$ cat src/hdl/xbr_pkg.sv
// shared types, character codes and helpers for the block receiver
// no dependencies; imported by every module of the receiver
`default_nettype none

package xbr_pkg;

  // block sizes in bytes
  localparam int SMALL_BLOCK_BYTES = 128;
  localparam int LARGE_BLOCK_BYTES = 1024;
  localparam int POS_W             = 11;
  localparam int SIZE_W            = POS_W + 1;

  // serial control characters
  localparam logic [7:0] CH_SOH = 8'h01;
  localparam logic [7:0] CH_STX = 8'h02;
  localparam logic [7:0] CH_EOT = 8'h04;
  localparam logic [7:0] CH_ACK = 8'h06;
  localparam logic [7:0] CH_NAK = 8'h15;
  localparam logic [7:0] CH_CAN = 8'h18;
  localparam logic [7:0] CH_C   = 8'h43;
  localparam logic [7:0] CH_G   = 8'h47;

  // input commands
  localparam logic [1:0] CMD_BYTE  = 2'd0;
  localparam logic [1:0] CMD_TICK  = 2'd1;
  localparam logic [1:0] CMD_START = 2'd2;

  // protocol modes
  localparam logic [1:0] MODE_X = 2'd0;
  localparam logic [1:0] MODE_G = 2'd2;

  // event codes
  localparam logic [3:0] EV_NONE     = 4'd0;
  localparam logic [3:0] EV_OK       = 4'd1;
  localparam logic [3:0] EV_NUM_BAD  = 4'd2;
  localparam logic [3:0] EV_CHK_BAD  = 4'd3;
  localparam logic [3:0] EV_TIMEOUT  = 4'd4;
  localparam logic [3:0] EV_CANCEL   = 4'd5;
  localparam logic [3:0] EV_EOT      = 4'd6;
  localparam logic [3:0] EV_FALLBACK = 4'd7;
  localparam logic [3:0] EV_GAVE_UP  = 4'd8;
  localparam logic [3:0] EV_G_ABORT  = 4'd9;
  localparam logic [3:0] EV_HEADER   = 4'd10;

  // configuration register indexes
  localparam int CFG_IDX_W = 3;
  localparam int CFG_DAT_W = 4;
  localparam logic [CFG_IDX_W-1:0] REG_MODE     = 3'd0;
  localparam logic [CFG_IDX_W-1:0] REG_LARGE    = 3'd1;
  localparam logic [CFG_IDX_W-1:0] REG_CHECKSUM = 3'd2;
  localparam logic [CFG_IDX_W-1:0] REG_WAIT     = 3'd3;
  localparam logic [CFG_IDX_W-1:0] REG_ATTEMPTS = 3'd4;
  localparam logic [CFG_IDX_W-1:0] REG_FALLBACK = 3'd5;
  localparam logic [CFG_IDX_W-1:0] REG_CANCEL   = 3'd6;

  typedef struct packed {
    logic [1:0] cmd;
    logic [7:0] rx_byte;
    logic [7:0] first_block;
  } in_item_t;

  typedef struct packed {
    logic       payload_valid;
    logic [7:0] payload_byte;
    logic       payload_last;
    logic       tx_valid;
    logic [7:0] tx_byte;
    logic [3:0] event_res;
    logic       crc_mode;
    logic       large_block;
  } out_item_t;

  typedef struct packed {
    logic [1:0] protocol_mode;
    logic       request_large_blocks;
    logic       prefer_checksum;
    logic [3:0] wait_seconds;
    logic [3:0] max_attempts;
    logic [3:0] fallback_attempt;
    logic [2:0] cancel_limit;
  } cfg_t;

  // one byte of CRC-16, polynomial 0x1021, msb first
  function automatic logic [15:0] crc16_byte(input logic [15:0] crc, input logic [7:0] b);
    logic [15:0] c;
    c = crc ^ {b, 8'h00};
    for (int k = 0; k < 8; k++) begin
      c = c[15] ? ({c[14:0], 1'b0} ^ 16'h1021) : {c[14:0], 1'b0};
    end
    return c;
  endfunction

endpackage

`default_nettype wire

$ cat src/hdl/xbr_cfg.sv
// configuration register file of the block receiver
// depends on xbr_pkg
`default_nettype none

module xbr_cfg (
  input  wire                           clk,
  input  wire                           rst_n,
  input  wire                           cfg_we,
  input  wire [xbr_pkg::CFG_IDX_W-1:0]  cfg_index,
  input  wire [xbr_pkg::CFG_DAT_W-1:0]  cfg_wdata,
  output xbr_pkg::cfg_t                 cfg
);
  import xbr_pkg::*;

  cfg_t cfg_r;

  // register writes, indexes beyond the list are dropped
  always_ff @(posedge clk) begin
    if (!rst_n) begin
      cfg_r.protocol_mode        <= 2'd0;
      cfg_r.request_large_blocks <= 1'b0;
      cfg_r.prefer_checksum      <= 1'b0;
      cfg_r.wait_seconds         <= 4'd5;
      cfg_r.max_attempts         <= 4'd12;
      cfg_r.fallback_attempt     <= 4'd4;
      cfg_r.cancel_limit         <= 3'd5;
    end else if (cfg_we) begin
      case (cfg_index)
        REG_MODE:     cfg_r.protocol_mode        <= cfg_wdata[1:0];
        REG_LARGE:    cfg_r.request_large_blocks <= cfg_wdata[0];
        REG_CHECKSUM: cfg_r.prefer_checksum      <= cfg_wdata[0];
        REG_WAIT:     cfg_r.wait_seconds         <= cfg_wdata;
        REG_ATTEMPTS: cfg_r.max_attempts         <= cfg_wdata;
        REG_FALLBACK: cfg_r.fallback_attempt     <= cfg_wdata;
        REG_CANCEL:   cfg_r.cancel_limit         <= cfg_wdata[2:0];
        default: ;
      endcase
    end
  end

  assign cfg = cfg_r;

endmodule

`default_nettype wire

$ cat src/hdl/xbr_step.sv
// protocol state machine: one item per cycle while fire is high, state and result register
// depends on xbr_pkg
`default_nettype none

module xbr_step (
  input  wire                    clk,
  input  wire                    rst_n,
  input  wire                    fire,
  input  wire xbr_pkg::in_item_t item,
  input  wire xbr_pkg::cfg_t     cfg,
  output xbr_pkg::out_item_t     res
);
  import xbr_pkg::*;

  typedef enum logic [1:0] {
    PH_IDLE  = 2'd0,
    PH_SHAKE = 2'd1,
    PH_BLOCK = 2'd2,
    PH_WAIT  = 2'd3
  } phase_t;

  phase_t           phase_r, phase_nxt;
  logic [POS_W-1:0] pos_r, pos_nxt;
  logic             large_r, large_nxt;
  logic             crc_r, crc_nxt;
  logic [15:0]      run_r, run_nxt;
  logic [7:0]       exp_r, exp_nxt;
  logic [7:0]       num_r, num_nxt;
  logic [7:0]       cmp_r, cmp_nxt;
  logic [15:0]      chk_r, chk_nxt;
  logic [3:0]       sec_r, sec_nxt;
  logic [3:0]       att_r, att_nxt;
  logic [2:0]       can_r, can_nxt;
  logic [7:0]       req_r, req_nxt;
  out_item_t        res_r, res_nxt;

  logic [7:0]        pick;
  logic [SIZE_W-1:0] size;
  logic [SIZE_W-1:0] pos_ext;
  logic [SIZE_W-1:0] pos_inc;
  logic [SIZE_W-1:0] total;
  logic [3:0]        sec_inc;
  logic [3:0]        att_inc;
  logic [2:0]        can_inc;
  logic              ok_num;
  logic              ok_chk;
  logic [7:0]        b;

  // handshake character for the configured mode
  always_comb begin
    if (cfg.protocol_mode == MODE_G) begin
      pick = CH_G;
    end else if (cfg.protocol_mode == MODE_X) begin
      if (cfg.request_large_blocks) begin
        pick = cfg.prefer_checksum ? CH_NAK : CH_C;
      end else begin
        pick = cfg.prefer_checksum ? CH_C : CH_NAK;
      end
    end else begin
      pick = cfg.prefer_checksum ? CH_NAK : CH_C;
    end
  end

  // block geometry and saturating counters
  assign b       = item.rx_byte;
  assign size    = large_r ? SIZE_W'(LARGE_BLOCK_BYTES) : SIZE_W'(SMALL_BLOCK_BYTES);
  assign pos_ext = {1'b0, pos_r};
  assign pos_inc = pos_ext + 1'b1;
  assign total   = size + (crc_r ? SIZE_W'(4) : SIZE_W'(3));
  assign sec_inc = (sec_r == 4'd15) ? sec_r : sec_r + 1'b1;
  assign att_inc = (att_r == 4'd15) ? att_r : att_r + 1'b1;
  assign can_inc = (can_r == 3'd7) ? can_r : can_r + 1'b1;

  // next state and result for the current item
  always_comb begin
    phase_nxt = phase_r;
    pos_nxt   = pos_r;
    large_nxt = large_r;
    crc_nxt   = crc_r;
    run_nxt   = run_r;
    exp_nxt   = exp_r;
    num_nxt   = num_r;
    cmp_nxt   = cmp_r;
    chk_nxt   = chk_r;
    sec_nxt   = sec_r;
    att_nxt   = att_r;
    can_nxt   = can_r;
    req_nxt   = req_r;
    res_nxt   = '0;
    ok_num    = 1'b0;
    ok_chk    = 1'b0;

    case (item.cmd)
      CMD_START: begin
        req_nxt   = pick;
        exp_nxt   = item.first_block;
        att_nxt   = 4'd0;
        sec_nxt   = 4'd0;
        can_nxt   = 3'd0;
        phase_nxt = PH_SHAKE;
        res_nxt.tx_valid = 1'b1;
        res_nxt.tx_byte  = pick;
      end
      CMD_BYTE: begin
        if (phase_r == PH_SHAKE || phase_r == PH_WAIT) begin
          if (b == CH_SOH || b == CH_STX) begin
            if (phase_r == PH_SHAKE) crc_nxt = (req_r != CH_NAK);
            large_nxt = (b == CH_STX);
            pos_nxt   = '0;
            run_nxt   = 16'd0;
            chk_nxt   = 16'd0;
            sec_nxt   = 4'd0;
            can_nxt   = 3'd0;
            phase_nxt = PH_BLOCK;
            res_nxt.event_res = EV_HEADER;
          end else if (b == CH_EOT) begin
            if (phase_r == PH_SHAKE) crc_nxt = (req_r != CH_NAK);
            can_nxt   = 3'd0;
            phase_nxt = PH_IDLE;
            res_nxt.tx_valid  = 1'b1;
            res_nxt.tx_byte   = CH_ACK;
            res_nxt.event_res = EV_EOT;
          end else if (b == CH_CAN) begin
            can_nxt = can_inc;
            if (can_inc >= cfg.cancel_limit) begin
              phase_nxt = PH_IDLE;
              res_nxt.event_res = EV_CANCEL;
            end
          end else begin
            can_nxt = 3'd0;
          end
        end else if (phase_r == PH_BLOCK) begin
          // number, complement, data, then check bytes
          if (pos_ext == '0) begin
            num_nxt = b;
          end else if (pos_ext == SIZE_W'(1)) begin
            cmp_nxt = b;
          end else if (pos_ext < size + SIZE_W'(2)) begin
            res_nxt.payload_valid = 1'b1;
            res_nxt.payload_byte  = b;
            res_nxt.payload_last  = (pos_ext == size + SIZE_W'(1));
            run_nxt = crc_r ? crc16_byte(run_r, b) : {8'h00, run_r[7:0] + b};
          end else begin
            chk_nxt = {chk_r[7:0], b};
          end
          pos_nxt = pos_inc[POS_W-1:0];
          // end of block verdict
          if (pos_inc >= total) begin
            ok_num = (num_nxt == exp_r) && (cmp_nxt == ~exp_r);
            ok_chk = crc_r ? (chk_nxt == run_nxt) : (chk_nxt[7:0] == run_nxt[7:0]);
            sec_nxt = 4'd0;
            att_nxt = 4'd0;
            can_nxt = 3'd0;
            if (ok_num && ok_chk) begin
              if (cfg.protocol_mode != MODE_G) begin
                res_nxt.tx_valid = 1'b1;
                res_nxt.tx_byte  = CH_ACK;
              end
              exp_nxt   = exp_r + 1'b1;
              phase_nxt = PH_WAIT;
              res_nxt.event_res = EV_OK;
            end else if (cfg.protocol_mode == MODE_G) begin
              phase_nxt = PH_IDLE;
              res_nxt.event_res = EV_G_ABORT;
            end else begin
              res_nxt.tx_valid  = 1'b1;
              res_nxt.tx_byte   = CH_NAK;
              phase_nxt         = PH_WAIT;
              res_nxt.event_res = ok_num ? EV_CHK_BAD : EV_NUM_BAD;
            end
          end
        end
      end
      CMD_TICK: begin
        if (phase_r == PH_BLOCK) begin
          // block timeout counted from the header
          sec_nxt = sec_inc;
          if (sec_inc >= cfg.wait_seconds) begin
            sec_nxt = 4'd0;
            att_nxt = 4'd0;
            can_nxt = 3'd0;
            if (cfg.protocol_mode == MODE_G) begin
              phase_nxt = PH_IDLE;
              res_nxt.event_res = EV_G_ABORT;
            end else begin
              res_nxt.tx_valid  = 1'b1;
              res_nxt.tx_byte   = CH_NAK;
              phase_nxt         = PH_WAIT;
              res_nxt.event_res = EV_TIMEOUT;
            end
          end
        end else if (phase_r == PH_SHAKE || phase_r == PH_WAIT) begin
          // header wait timeout, resend or give up
          sec_nxt = sec_inc;
          if (sec_inc >= cfg.wait_seconds) begin
            sec_nxt = 4'd0;
            can_nxt = 3'd0;
            att_nxt = att_inc;
            if (att_inc >= cfg.max_attempts) begin
              phase_nxt = PH_IDLE;
              res_nxt.event_res = EV_GAVE_UP;
            end else if (phase_r == PH_SHAKE) begin
              res_nxt.event_res = EV_TIMEOUT;
              res_nxt.tx_valid  = 1'b1;
              res_nxt.tx_byte   = req_r;
              if (att_inc == cfg.fallback_attempt && cfg.protocol_mode != MODE_G &&
                  req_r == CH_C) begin
                req_nxt           = CH_NAK;
                res_nxt.tx_byte   = CH_NAK;
                res_nxt.event_res = EV_FALLBACK;
              end
            end else begin
              res_nxt.tx_valid  = 1'b1;
              res_nxt.tx_byte   = CH_NAK;
              res_nxt.event_res = EV_TIMEOUT;
            end
          end
        end
      end
      default: ;
    endcase

    res_nxt.crc_mode    = crc_nxt;
    res_nxt.large_block = large_nxt;
  end

  // state and result register
  always_ff @(posedge clk) begin
    if (!rst_n) begin
      phase_r <= PH_IDLE;
      pos_r   <= '0;
      large_r <= 1'b0;
      crc_r   <= 1'b0;
      run_r   <= 16'd0;
      exp_r   <= 8'd0;
      num_r   <= 8'd0;
      cmp_r   <= 8'd0;
      chk_r   <= 16'd0;
      sec_r   <= 4'd0;
      att_r   <= 4'd0;
      can_r   <= 3'd0;
      req_r   <= CH_NAK;
    end else if (fire) begin
      phase_r <= phase_nxt;
      pos_r   <= pos_nxt;
      large_r <= large_nxt;
      crc_r   <= crc_nxt;
      run_r   <= run_nxt;
      exp_r   <= exp_nxt;
      num_r   <= num_nxt;
      cmp_r   <= cmp_nxt;
      chk_r   <= chk_nxt;
      sec_r   <= sec_nxt;
      att_r   <= att_nxt;
      can_r   <= can_nxt;
      req_r   <= req_nxt;
    end
    if (fire) begin
      res_r <= res_nxt;
    end
  end

  assign res = res_r;

endmodule

`default_nettype wire

$ cat src/hdl/xymodem_block_receiver_core.sv
// X/Y/G-modem block receiver: input register, protocol step, result register
// an accepted item passes through the input register, then the result register
// throughput: one item per cycle while the output is not stalled; the protocol step is a single pass of logic
// an item is held in the input register while the result register is stalled
// reset (rst_n low, synchronous) empties both registers, restores register
// defaults and puts the protocol in idle
`default_nettype none

module xymodem_block_receiver_core (
  input  wire                           clk,
  input  wire                           rst_n,
  input  wire                           in_valid,
  output logic                          in_stall,
  input  wire xbr_pkg::in_item_t        in_data,
  output logic                          out_valid,
  input  wire                           out_stall,
  output xbr_pkg::out_item_t            out_data,
  input  wire                           cfg_we,
  input  wire [xbr_pkg::CFG_IDX_W-1:0]  cfg_index,
  input  wire [xbr_pkg::CFG_DAT_W-1:0]  cfg_wdata
);
  import xbr_pkg::*;

  cfg_t     cfg;
  in_item_t in_item_r;
  logic     in_vld_r;
  logic     out_vld_r;
  logic     fire;

  // the held item moves on when the result register is free
  assign fire     = in_vld_r && (!out_vld_r || !out_stall);
  assign in_stall = in_vld_r && !fire;

  // input register and result valid
  always_ff @(posedge clk) begin
    if (!rst_n) begin
      in_vld_r  <= 1'b0;
      out_vld_r <= 1'b0;
    end else begin
      if (!in_stall) in_vld_r <= in_valid;
      if (fire) begin
        out_vld_r <= 1'b1;
      end else if (!out_stall) begin
        out_vld_r <= 1'b0;
      end
    end
    if (in_valid && !in_stall) begin
      in_item_r <= in_data;
    end
  end

  xbr_cfg u_cfg (
    .clk       (clk),
    .rst_n     (rst_n),
    .cfg_we    (cfg_we),
    .cfg_index (cfg_index),
    .cfg_wdata (cfg_wdata),
    .cfg       (cfg)
  );

  xbr_step u_step (
    .clk   (clk),
    .rst_n (rst_n),
    .fire  (fire),
    .item  (in_item_r),
    .cfg   (cfg),
    .res   (out_data)
  );

  assign out_valid = out_vld_r;

endmodule

`default_nettype wire

$ cat config.mk
export PLATFORM = sky130hd
export DESIGN_NAME = xymodem_block_receiver_core
export DESIGN_NICKNAME = d
export VERILOG_FILES = /design/src/hdl/xbr_pkg.sv /design/src/hdl/xbr_cfg.sv /design/src/hdl/xbr_step.sv /design/src/hdl/xymodem_block_receiver_core.sv
export SDC_FILE = /design/constraint.sdc
export NUM_CORES = 1
export LEC_CHECK = 0
export ABC_AREA = 1
export BUFFER_PORTS_ARGS = -buffer_cell sky130_fd_sc_hd__buf_2
export CELL_PAD_IN_SITES_DETAIL_PLACEMENT = 2
export CELL_PAD_IN_SITES_GLOBAL_PLACEMENT = 2
export CORE_MARGIN = 10
export CORE_UTILIZATION = 36
export DETAILED_ROUTE_END_ITERATION = 10
export PLACE_DENSITY = 0.85
export SYNTH_ARGS = -nofsm -noshare
export SYNTH_HDL_FRONTEND = slang
export SYNTH_SLANG_ARGS = --single-unit
$ cat constraint.sdc
create_clock -name clk -period 7.52 [get_ports clk]
set_input_delay 0.376 -clock clk [delete_from_list [all_inputs] [get_ports clk]]
set_output_delay 0.376 -clock clk [all_outputs]
set_load 0.01 [all_outputs]
==> run metrics <==
CTS tree=done; commonest cells after routing, fill and taps aside=390 x nand2_1, 177 x inv_1, 124 x nor2_1; via count=9543; Seq/Total Area, Yosys=35.9%; Worst Setup End Kind=register; placed cell areas=9730 sq um; cts bufs inserted=17; RSZ-0062 raised after global routing=no; antenna viol nets, final=0; initial antenna violation count=2; Distinct cells, synth=51; Final Cycle Share=52.6%; I/O Buffers=53; DRT iter0 DRCs=480; max cap viols=0; global-route wire length before repair=58.8 mm; worst skew pair latency=0.46 ns; placer congestion estimate=around 0.86; CP startpoint kind=register; TritonRoute pass-1 iters=5; Synth Instances=1366; # IOs=57; Mapped Avg Cell Area=6.78 sq um; number of synthesized flops with an enable pin=40; worst-path maximum fanout=24; drt total wl=37.0 mm; Final nets=1466; Die Y=180 microns; Placeable Area=25300 sq um; Die ar.=32500 sq um; fmax=253 MHz; final hold vios=0; commonest register cell after synthesis=dfxtp_1; clk_skew=0.0163 ns; power density over the cells=187 nW/um^2; normalized max-slew margin=26.8%; Final Instance Area=10300 sq um; Static Leak=4.79 nW; Core Rows=between 50 and 60; VDD IR-drop max=0.121 mV; DR DRC count=0; fin. max-slew vios=0; Period minus WS final=3.96 ns; Area growth syn-to-layout=11.6%; post-synthesis async set-or-reset flop share=0%; DR vias/cell=5.48; CTS root buffer=clkbuf_16; Max Root-Sink Buffers=2; CP Class=register to register; CP Data Required Time=7.91 ns; post-CTS setup buffer count=0; Worst Hold Class=primary input to register; clock sink count=146; Final Core Density=40.9%; GRT overflow=0; Worst-path clk slew=roughly 0.07 ns; CTS Hold Bufs=0; slew of the pin with the lowest slew margin=1.10 ns; status=finished, final reports clean; global-route usage over all layers=22.5%; per-cell routed wire length=21.3 microns; layout cells sized above 1=under 10%; WP data arrival=4.35 ns; post-CTS resize count=0; Initial Utilization=36.7%; # setup viols final=0; Setup TNS Final=0 ns; Detail Placement HPWL=26.0 mm; most common cell after layout, fill and taps aside=nand2_1; H-tree Lvls=4; die width=180 microns; mapped cell area=9260 sq um; Ys Warns=0; pin count of the biggest net entering global routing=between 60 and 70; Seq cells post-synth=146; number of global-route vias before repair=10600
==> path summary, 6_finish.rpt <==
kind / startpoint / end / slack (ns) / depth (start not counted)
worst max-delay path: u_step.pos_r[0] / u_step.exp_r[1] / 3.56 / 17
worst min-delay path: in_data[7] / in_item_r[7] / 0.09 / 1
worst max register to register: u_step.pos_r[0] / u_step.exp_r[1] / 3.56 / 17
worst min register to register: u_step.chk_r[11] / u_step.chk_r[11] / 0.47 / 2
==> flip-flops by register name, summed over array words and instances, names as in the netlist, 8 cells and up <==
register	flops
u_step.cmp_r	8
in_item_r	18
u_cfg.cfg	19
u_step.run_r	16
u_step.num_r	8
u_step.exp_r	8
u_step.res	22
u_step.chk_r	16
u_step.pos_r	11
==> Yosys cell counts (3+ instances only) <==
cell type	n	share of area, %
nand2_1	390	16
inv_1	177	7.2
nor2_1	126	5.1
dfxtp_1	106	23
nand3_1	106	5.7
a21oi_1	94	5.1
o21ai_0	59	3.2
edfxtp_1	40	13
ha_1	37	5.0
clkbuf_1	27	1.1
xor2_1	23	2.2
nand4_1	21	1.4
nor3_1	17	0.92
o21ai_1	17	0.92
o211ai_1	14	1.1
inv_2	9	0.36
a211oi_1	8	0.65
buf_6	8	0.97
nand2_2	7	0.47
clkinv_1	6	0.24
or2_2	6	0.41
nor2_4	5	0.61
a31oi_1	4	0.27
buf_2	4	0.22
mux2i_1	4	0.43
nand3b_1	4	0.32
o21a_1	4	0.32
o21ai_2	4	0.38
o31ai_1	4	0.32
xnor2_1	4	0.38
buf_4	3	0.24
nor2_2	3	0.20
==> layout make-up <==
| cell class | instances | area [sq um] |
|---|---|---|
| Clock inverter | 13 | 136 |
| Tap cell | 330 | 413 |
| Fill cell | 3087 | 14900 |
| Inverter | 192 | 721 |
| Sequential cell | 146 | 3320 |
| Clock buffer | 19 | 454 |
| Timing Repair Buffer | 56 | 288 |
| Multi-Input combinational cell | 985 | 4990 |
| Antenna cell | 2 | 5.00 |
==> layer usage <==
| metal | wire (microns) | global-route usage, % |
|---|---|---|
| met1 | 14400 | 24.0 |
| met2 | 19600 | 41.9 |
| met3 | 1700 | 4.50 |
| met4 | 1280 | 10.0 |
| met5 | 0 | 0 |
==> power by group <==
group / internal (mW) / switching [mW] / leakage [nW]
Sequential: 0.830 / 0.0274 / 1.25
Clock: 0.486 / 0.410 / 0.281
Combinational: 0.0543 / 0.126 / 3.26
Total: 1.37 / 0.564 / 4.79
==> cells by family after synthesis <==
group,synth area share [%]
buffers and inverters,10.4
adders and majority gates,5.22
and+or+nand+nor,32.1
muxes,0.433
xor gates and xnor gates,2.55
DFF,35.9
other,0.0405
AOI/OAI and AO/OA,13.3
==> critical path: stages, from the launching register on <==
cell and delay (ns):
dfxtp_1 0.39, inv_1 0.11, ha_1 0.25, inv_2 0.13, nor2_4 0.08, o21ai_4 0.36, nand3_2 0.55, o21ai_1 0.47
nand2_1 0.11, nand2_1 0.11, nand4_1 0.16, nor2_1 0.22, nand3_2 0.21, nand2_2 0.29, nand2_2 0.16, nand2_1 0.11
nand2_1 0.06, nor2_1 0.11
==> through the flow <==
| stage | hold WS (ns) | setup slack (ns) | power (mW) | instances |
|---|---|---|---|---|
| 2_1_floorplan | 0.435 | 4.50 | 0.976 | 1368 |
| 3_3_place_gp | 0.450 | 3.92 | 1.04 | 1709 |
| 3_5_place_dp | 0.461 | 3.73 | 1.05 | 1709 |
| 4_1_cts | 0.0869 | 3.63 | 1.95 | 1741 |
| 5_1_grt | 0.0811 | 3.33 | 2.00 | 1741 |
| 6_report | 0.0927 | 3.56 | 1.93 | 1743 |
Power figures use the tool's default switching activity.
